File: src/lpg_pkg.sv
package lpg_pkg;

   // Field widths
   localparam int COORD_BITS = 12;
   localparam int SPAN_BITS  = COORD_BITS;
   localparam int ERR_BITS   = COORD_BITS + 2;
   localparam int COLOR_BITS = 16;

   // Function codes
   localparam logic FUNC_START   = 1'b0;
   localparam logic FUNC_ADVANCE = 1'b1;

   typedef logic signed [COORD_BITS-1:0] coord_type;
   typedef logic        [SPAN_BITS-1:0]  span_type;
   typedef logic signed [ERR_BITS-1:0]   err_type;
   typedef logic        [COLOR_BITS-1:0] color_type;

   // One input transaction
   typedef struct packed {
      logic      func;
      coord_type x_start;
      coord_type y_start;
      coord_type x_end;
      coord_type y_end;
      color_type line_color;
   } req_type;

   // One result transaction
   typedef struct packed {
      coord_type x;
      coord_type y;
      color_type color;
      logic      last;
   } pix_type;

   // Core status toward the pipeline control
   typedef struct packed {
      logic busy;      // line in progress
      logic produces;  // held item yields a pixel
   } status_type;

endpackage

File: src/lpg_input_reg.sv
module lpg_input_reg (
   input  logic             clock,
   input  logic             reset,
   input  logic             in_valid,
   output logic             in_stall,
   input  lpg_pkg::req_type in_item,
   input  logic             take,
   output logic             held_valid,
   output lpg_pkg::req_type held_item
);
   import lpg_pkg::*;

   logic    valid_ff, valid_in;
   req_type item_ff;
   logic    accept;

   // Stall only while a held transaction cannot move on
   assign in_stall = valid_ff && !take;
   assign accept   = in_valid && !in_stall;

   assign valid_in = accept ? 1'b1 : (take ? 1'b0 : valid_ff);

   always_ff @(posedge clock) begin
      if (reset) begin
         valid_ff <= 1'b0;
      end else begin
         valid_ff <= valid_in;
      end
   end

   always_ff @(posedge clock) begin
      if (accept) begin
         item_ff <= in_item;
      end
   end

   assign held_valid = valid_ff;
   assign held_item  = item_ff;

endmodule

File: src/lpg_core.sv
module lpg_core (
   input  logic                clock,
   input  logic                reset,
   input  lpg_pkg::req_type    item,
   input  logic                fire,
   output lpg_pkg::pix_type    pixel,
   output lpg_pkg::status_type status
);
   import lpg_pkg::*;

   localparam coord_type COORD_ONE = coord_type'(1);
   localparam coord_type COORD_NEG = coord_type'(-1);

   typedef logic signed [COORD_BITS:0] diff_type;
   typedef logic signed [ERR_BITS:0]   dbl_type;

   // Line state
   logic      busy_ff, busy_in;
   logic      axis_ff, axis_in;
   coord_type cur_x_ff, cur_x_in, cur_y_ff, cur_y_in;
   coord_type stop_x_ff, stop_x_in, stop_y_ff, stop_y_in;
   span_type  span_x_ff, span_x_in, span_y_ff, span_y_in;
   logic      neg_x_ff, neg_x_in, neg_y_ff, neg_y_in;
   err_type   err_ff, err_in;
   color_type color_ff, color_in;

   // Start decode
   diff_type  dx, dy;
   logic      s_neg_x, s_neg_y;
   span_type  s_span_x, s_span_y;
   logic      s_axis;
   err_type   s_err;

   // Walk decode
   dbl_type   e2, neg_sy, sx_w;
   logic      go_x, go_y;
   err_type   sx_e, sy_e;

   assign dx = diff_type'(item.x_end) - diff_type'(item.x_start);
   assign dy = diff_type'(item.y_end) - diff_type'(item.y_start);
   assign s_neg_x  = item.x_end < item.x_start;
   assign s_neg_y  = item.y_end < item.y_start;
   assign s_span_x = s_neg_x ? span_type'(-dx) : span_type'(dx);
   assign s_span_y = s_neg_y ? span_type'(-dy) : span_type'(dy);
   assign s_axis   = (item.x_start == item.x_end) || (item.y_start == item.y_end);
   assign s_err    = err_type'({2'b00, s_span_x}) - err_type'({2'b00, s_span_y});

   // Bresenham decision: e2 = 2*err against -span_y and span_x
   assign e2     = {err_ff, 1'b0};
   assign sx_w   = dbl_type'({3'b000, span_x_ff});
   assign neg_sy = -dbl_type'({3'b000, span_y_ff});
   assign go_x   = e2 > neg_sy;
   assign go_y   = e2 < sx_w;
   assign sx_e   = err_type'({2'b00, span_x_ff});
   assign sy_e   = err_type'({2'b00, span_y_ff});

   // Next state and pixel
   always_comb begin
      busy_in   = busy_ff;
      axis_in   = axis_ff;
      cur_x_in  = cur_x_ff;
      cur_y_in  = cur_y_ff;
      stop_x_in = stop_x_ff;
      stop_y_in = stop_y_ff;
      span_x_in = span_x_ff;
      span_y_in = span_y_ff;
      neg_x_in  = neg_x_ff;
      neg_y_in  = neg_y_ff;
      err_in    = err_ff;
      color_in  = color_ff;
      pixel     = '{x: cur_x_ff, y: cur_y_ff, color: color_ff, last: 1'b0};
      status.busy     = busy_ff;
      status.produces = 1'b0;

      if (item.func == FUNC_START) begin
         status.produces = 1'b1;
         color_in  = item.line_color;
         neg_x_in  = s_neg_x;
         neg_y_in  = s_neg_y;
         span_x_in = s_span_x;
         span_y_in = s_span_y;
         if (s_axis) begin
            // straight line runs from the smaller coordinate
            axis_in   = 1'b1;
            cur_x_in  = s_neg_x ? item.x_end   : item.x_start;
            stop_x_in = s_neg_x ? item.x_start : item.x_end;
            cur_y_in  = s_neg_y ? item.y_end   : item.y_start;
            stop_y_in = s_neg_y ? item.y_start : item.y_end;
            err_in    = '0;
            busy_in   = !((cur_x_in == stop_x_in) && (cur_y_in == stop_y_in));
            pixel     = '{x: cur_x_in, y: cur_y_in, color: item.line_color,
                          last: !busy_in};
         end else begin
            // sloped line shows its end point first
            axis_in   = 1'b0;
            cur_x_in  = item.x_start;
            cur_y_in  = item.y_start;
            stop_x_in = item.x_end;
            stop_y_in = item.y_end;
            err_in    = s_err;
            busy_in   = 1'b1;
            pixel     = '{x: item.x_end, y: item.y_end, color: item.line_color,
                          last: 1'b0};
         end
      end else if (busy_ff) begin
         status.produces = 1'b1;
         if (axis_ff) begin
            if (cur_x_ff != stop_x_ff) begin
               cur_x_in = cur_x_ff + COORD_ONE;
            end else begin
               cur_y_in = cur_y_ff + COORD_ONE;
            end
            busy_in = !((cur_x_in == stop_x_ff) && (cur_y_in == stop_y_ff));
            pixel   = '{x: cur_x_in, y: cur_y_in, color: color_ff, last: !busy_in};
         end else begin
            // emit the current point, then step
            err_in = err_ff - (go_x ? sy_e : '0) + (go_y ? sx_e : '0);
            if (go_x) begin
               cur_x_in = cur_x_ff + (neg_x_ff ? COORD_NEG : COORD_ONE);
            end
            if (go_y) begin
               cur_y_in = cur_y_ff + (neg_y_ff ? COORD_NEG : COORD_ONE);
            end
            busy_in = !((cur_x_in == stop_x_ff) && (cur_y_in == stop_y_ff));
            pixel   = '{x: cur_x_ff, y: cur_y_ff, color: color_ff, last: !busy_in};
         end
      end
   end

   always_ff @(posedge clock) begin
      if (reset) begin
         busy_ff   <= 1'b0;
         axis_ff   <= 1'b0;
         cur_x_ff  <= '0;
         cur_y_ff  <= '0;
         stop_x_ff <= '0;
         stop_y_ff <= '0;
         span_x_ff <= '0;
         span_y_ff <= '0;
         neg_x_ff  <= 1'b0;
         neg_y_ff  <= 1'b0;
         err_ff    <= '0;
         color_ff  <= '0;
      end else if (fire) begin
         busy_ff   <= busy_in;
         axis_ff   <= axis_in;
         cur_x_ff  <= cur_x_in;
         cur_y_ff  <= cur_y_in;
         stop_x_ff <= stop_x_in;
         stop_y_ff <= stop_y_in;
         span_x_ff <= span_x_in;
         span_y_ff <= span_y_in;
         neg_x_ff  <= neg_x_in;
         neg_y_ff  <= neg_y_in;
         err_ff    <= err_in;
         color_ff  <= color_in;
      end
   end

endmodule

File: src/line_pixel_generator.sv
// A request is taken into the input register; the single-pass step of lpg_core
// (compares and adds) then writes its pixel into the result register.
// Throughput: one request per cycle while rsp_stall does not hold a pixel back.
// Reset: synchronous, active high; clears the line state, so an advance right
// after reset gives no pixel; both channels come up empty.
module line_pixel_generator (
   input  logic               clock,
   input  logic               reset,
   input  logic               req_valid,
   output logic               req_stall,
   input  logic               req_func,
   input  lpg_pkg::coord_type req_x_start,
   input  lpg_pkg::coord_type req_y_start,
   input  lpg_pkg::coord_type req_x_end,
   input  lpg_pkg::coord_type req_y_end,
   input  lpg_pkg::color_type req_line_color,
   output logic               rsp_valid,
   input  logic               rsp_stall,
   output lpg_pkg::coord_type rsp_pixel_x,
   output lpg_pkg::coord_type rsp_pixel_y,
   output lpg_pkg::color_type rsp_pixel_color,
   output logic               rsp_last_pixel
);
   import lpg_pkg::*;

   req_type    in_item, held_item;
   logic       held_valid, take, fire, out_free, load;
   pix_type    pixel;
   status_type status;

   logic       rsp_valid_ff, rsp_valid_in;
   pix_type    rsp_ff;

   assign in_item = '{func: req_func, x_start: req_x_start, y_start: req_y_start,
                      x_end: req_x_end, y_end: req_y_end, line_color: req_line_color};

   // Input register
   lpg_input_reg u_input_reg (
      .clock      (clock),
      .reset      (reset),
      .in_valid   (req_valid),
      .in_stall   (req_stall),
      .in_item    (in_item),
      .take       (take),
      .held_valid (held_valid),
      .held_item  (held_item)
   );

   // Line state and step logic
   lpg_core u_core (
      .clock  (clock),
      .reset  (reset),
      .item   (held_item),
      .fire   (fire),
      .pixel  (pixel),
      .status (status)
   );

   // Held transaction moves on when the result register can take its pixel, or when it yields none
   assign out_free = !rsp_valid_ff || !rsp_stall;
   assign take     = out_free || !status.produces;
   assign fire     = held_valid && take;
   assign load     = fire && status.produces;

   // Result register
   assign rsp_valid_in = load ? 1'b1 : (rsp_stall ? rsp_valid_ff : 1'b0);

   always_ff @(posedge clock) begin
      if (reset) begin
         rsp_valid_ff <= 1'b0;
      end else begin
         rsp_valid_ff <= rsp_valid_in;
      end
   end

   always_ff @(posedge clock) begin
      if (load) begin
         rsp_ff <= pixel;
      end
   end

   assign rsp_valid       = rsp_valid_ff;
   assign rsp_pixel_x     = rsp_ff.x;
   assign rsp_pixel_y     = rsp_ff.y;
   assign rsp_pixel_color = rsp_ff.color;
   assign rsp_last_pixel  = rsp_ff.last;

   // A start always yields a pixel
   a_start_yields: assert property (@(posedge clock) disable iff (reset)
      (fire && held_item.func == FUNC_START) |=> rsp_valid)
      else $error("start transaction produced no pixel");

   // The last pixel of a line leaves the core idle
   a_last_ends_line: assert property (@(posedge clock) disable iff (reset)
      (load && pixel.last) |=> !status.busy)
      else $error("line still busy after last pixel");

   // A pixel is never loaded over one still waiting
   a_no_overwrite: assert property (@(posedge clock) disable iff (reset)
      (rsp_valid_ff && rsp_stall) |-> !load)
      else $error("result register overwritten while stalled");

   // Advance while idle passes through without a pixel
   a_idle_advance: assert property (@(posedge clock) disable iff (reset)
      (fire && held_item.func == FUNC_ADVANCE && !status.busy) |-> !load)
      else $error("pixel produced while idle");

endmodule

File: config.mk
export PLATFORM = sky130hd
export DESIGN_NAME = line_pixel_generator
export DESIGN_NICKNAME = d
export VERILOG_FILES = /design/src/lpg_pkg.sv /design/src/lpg_input_reg.sv /design/src/lpg_core.sv /design/src/line_pixel_generator.sv
export SDC_FILE = /design/constraint.sdc
export NUM_CORES = 1
export LEC_CHECK = 0
export ABC_CLOCK_PERIOD_IN_PS = 18560
export BUFFER_PORTS_ARGS = -buffer_cell sky130_fd_sc_hd__buf_4
export CAP_MARGIN = 40
export CORE_ASPECT_RATIO = 0.8
export CORE_MARGIN = 5
export CORE_UTILIZATION = 40
export CTS_CLUSTER_SIZE = 30
export DETAILED_ROUTE_END_ITERATION = 16
export GPL_ROUTABILITY_DRIVEN = 0
export PLACE_DENSITY_LB_ADDON = 0.15
export SETUP_SLACK_MARGIN = 0.1
export SYNTH_ARGS = -nofsm -noshare
export SYNTH_HDL_FRONTEND = slang
export SYNTH_SLANG_ARGS = --single-unit
File: constraint.sdc
create_clock -name clock -period 18.56 [get_ports clock]
set_input_delay 2.784 -clock clock [delete_from_list [all_inputs] [get_ports clock]]
set_output_delay 2.784 -clock clock [all_outputs]
set_load 0.02 [all_outputs]
==> reports/qor.yml <==
clock_tree:
  hold_buffers: 0
  cts.repair.resized: 0
  cts_made_buffers: 24
  cts.sinks: 214
  cts_tree: "done"
  worstSkewPairLatency_ps: 550
  htreeDepth: 1
  cts_buffer_depth: 3
  cts_setup_buffers: 0
  cts_root_buf: "clkbuf_16"
  path_clk_slew_ps: 60
sta:
  skew_ps: 14.7
  rsz0062_at_grt: "false"
  slew-limit-headroom_pct: 33.9
  post-route-min-period_ps: 7210
  worst_pin_slew_ps: 977
  setup_tns_ps: 0
  period_share_pct: 38.8
  setup_ws_ps: 11350
  slew_violations: 0
  hold_violations: 0
  fmax_mhz: 139
  setup_violations: 0
placed_design:
  dp_hpwl_microns: 43400
  portBuffers: 111
  place_ws_ps: 11490
pwr:
  netSwitchingFraction_pct: 38.5
  power.switching_uw: 682
  power.share.sequential_pct: 31.8
  ir_drop_v: 0.0000611
  clock_power_share_pct: 29.3
  p_leak_uw: 0.00729
  p_int_uw: 1090
  p_per_area_mw_per_mm2: 95.6
  power_frac_comb_pct: 38.9
cells_and_area:
  drive_gt1_share_pct: 12.4
  syn_to_final_growth_pct: 14.0
  diodes: 0
  n_fill_cell: 4003
  fin_nets: 2143
synthesis:
  synth_ff_type: "dfxtp_1"
  ys_top_cells_by_area: "edfxtp_1, dfxtp_1, ha_1"
  synth_top_area_share_pct: 19.6
  post-synth-top-count-cell: "nand2_1"
  synth_commonest_cells: "nand2_1, nor2_1, inv_1"
  synth_nets: 2085
  async_reset_ff_share_pct: 0
  ys_seq_elements: 214
  synthCells: 1898
  yosys.area.top_type: "edfxtp_1"
  yosysWarningCount: 0
  synth_seq_area_share_pct: 32.8
  synth.cell_area_sq_mm: 0.0163
  synth_edf_count: 106
  syn_area_per_cell_sq_um: 8.57
  synth_cell_types: 94
route:
  drtAntennaViolNets: 0
  drt-total-wl_microns: 56800
  dr.pass1.iters: 8
  drt_iter0_drc: 1631
  detail_route.wl_per_cell_microns: 22.6
  route.detailed.drc: 0
  vias_per_cell: 5.91
  dr_total_vias: 14900
die:
  die_h_microns: 190
  dieArea_sq_mm: 0.0448
  ios: 112
  core_area_sq_mm: 0.0405
  die_w_microns: 236
  row_count: 66
  floorplan.initialDensity_pct: 40.2
grt:
  gr-total-overflow: 0
  antenna_found_initial: 1
  grt_pass1_vias: 14200
  track_usage_pct: 24.4
  grt_max_degree: 81
  grt_first_pass_wirelength_microns: 86400
worst_hold_path:
  worstHoldPathType: "register to register"
run_status:
  status: "completed"
worst_setup_path:
  criticalPathCategory: "register to register"
  cp_max_fo: 23
  required_ps: 18970
  arrival_ps: 7620
  cp-start-kind: "register"
  cp-end-kind: "register"
run:
  maxCapViolCount: 0
## cells by family (layout without fill, tap and decap cells)
family / after synthesis / after routing / share of synthesized area [%]
DFF: 214 / 214 / 32.8
muxes: 73 / 73 / 4.69
adders and majority gates: 118 / 118 / 9.86
buffers and inverters: 245 / 321 / 5.80
xor gates and xnor gates: 153 / 153 / 8.76
and+or+nand+nor: 581 / 581 / 16.9
AOI/OAI and AO/OA: 514 / 514 / 21.1
## worst max-delay path, cell delays in order (launching register included)
cell       delay, ps
dfxtp_1          360
or4_1            590
nor3_1           190
nor4b_1          570
xor2_1           140
ha_1             340
a21o_1           170
a2111oi_0        450
o31ai_1          200
o21ai_1          290
nand2_1          530
and2_1           390
fa_1             510
inv_1             40
ha_1             320
nor2b_1          140
o21ai_0          270
a21oi_1          150
o21ai_0          230
a21boi_0         160
o21ai_0          250
a21oi_1          150
or3_1            320
a32oi_1          210
a21oi_1           90
## layout by cell type, fill, tap and decap left out, types with 8 or more instances in the layout
cell type  instances
inv_1            134
nor4_1            15
mux2i_1           47
o21a_1             9
a221oi_1          19
and2_1            24
a211oi_1          66
o21bai_1          10
xor2_1            47
o21ai_0          107
clkbuf_16         24
nand4_1           19
a2111oi_0          9
o221a_2            8
dfxtp_1          108
fa_1              17
buf_4            130
a21oi_1          128
nor2b_1           15
nand2_1          188
a31oi_1           11
o221ai_1          11
nor2_1           166
xnor2_1           97
a22oi_1           15
ha_1             101
nand3_1           35
a21o_1            24
nor3_1            42
o22ai_1           10
edfxtp_1         106
or3_1             14
mux2_2            26
## worst paths after layout
path,from,endpoint,slack (ps),cells past startpoint
worst max-delay path,u_core.span_y_ff[2],u_core.err_ff[10],11350,24
worst min-delay path,u_core.color_ff[12],u_core.color_ff[12],450,2
worst max register to register,u_core.span_y_ff[2],u_core.err_ff[10],11350,24
worst min register to register,u_core.color_ff[12],u_core.color_ff[12],450,2
## per-layer routing
| metal | vias up | global-route usage, % | part of all wire [%] |
|---|---|---|---|
| li1 | 6995 | - | - |
| met1 | 7121 | 37.0 | 47 |
| met2 | 665 | 35.7 | 41 |
| met3 | 88 | 5.45 | 9.7 |
| met4 | 0 | 5.04 | 2.3 |
| met5 | - | 0 | 0 |
## cell type report
type,count,area [sq um],area share (%)
Multi-Input combinational cell,1439,10000,54.0
Sequential cell,214,5350,28.8
Timing Repair Buffer,142,1160,6.24
Tap cell,544,681,3.67
Clock buffer,29,629,3.39
Inverter,135,507,2.73
Clock inverter,15,209,1.13
## power by group through the flow
stage	combinational, uW	clock [uW]	sequential [uW]
floorplan	469	0	556
global placement	654	0	572
detailed placement	667	0	572
CTS	672	528	562
global route	751	546	566
finish	691	519	564
## state kept, by name, indices dropped and copies added, names as in the netlist
name                    flops
u_input_reg.held_item      65
rsp_pixel_color            16
u_core.color_ff            16
u_core.err_ff              14
rsp_pixel_x                12
rsp_pixel_y                12
u_core.cur_x_ff            12
u_core.cur_y_ff            12
u_core.span_x_ff           12
u_core.span_y_ff           12
u_core.stop_x_ff           12
u_core.stop_y_ff           12
rsp_last_pixel              1
rsp_valid                   1
u_core.axis_ff              1
u_core.busy_ff              1
u_core.neg_x_ff             1
u_core.neg_y_ff             1
u_input_reg.held_valid      1
## stage by stage
step	total power, uW	instances	utilization [%]	hold slack, ps	instance area [sq um]
floorplan	1020	1898	-	433	16300
global placement	1230	2461	43.3	439	17500
detailed placement	1240	2472	43.7	448	17700
CTS	1760	2516	45.8	456	18500
global route	1860	2518	45.8	471	18500
finish	1770	2518	45.8	455	18500
Note: power is estimated with default switching activity, not from simulation.
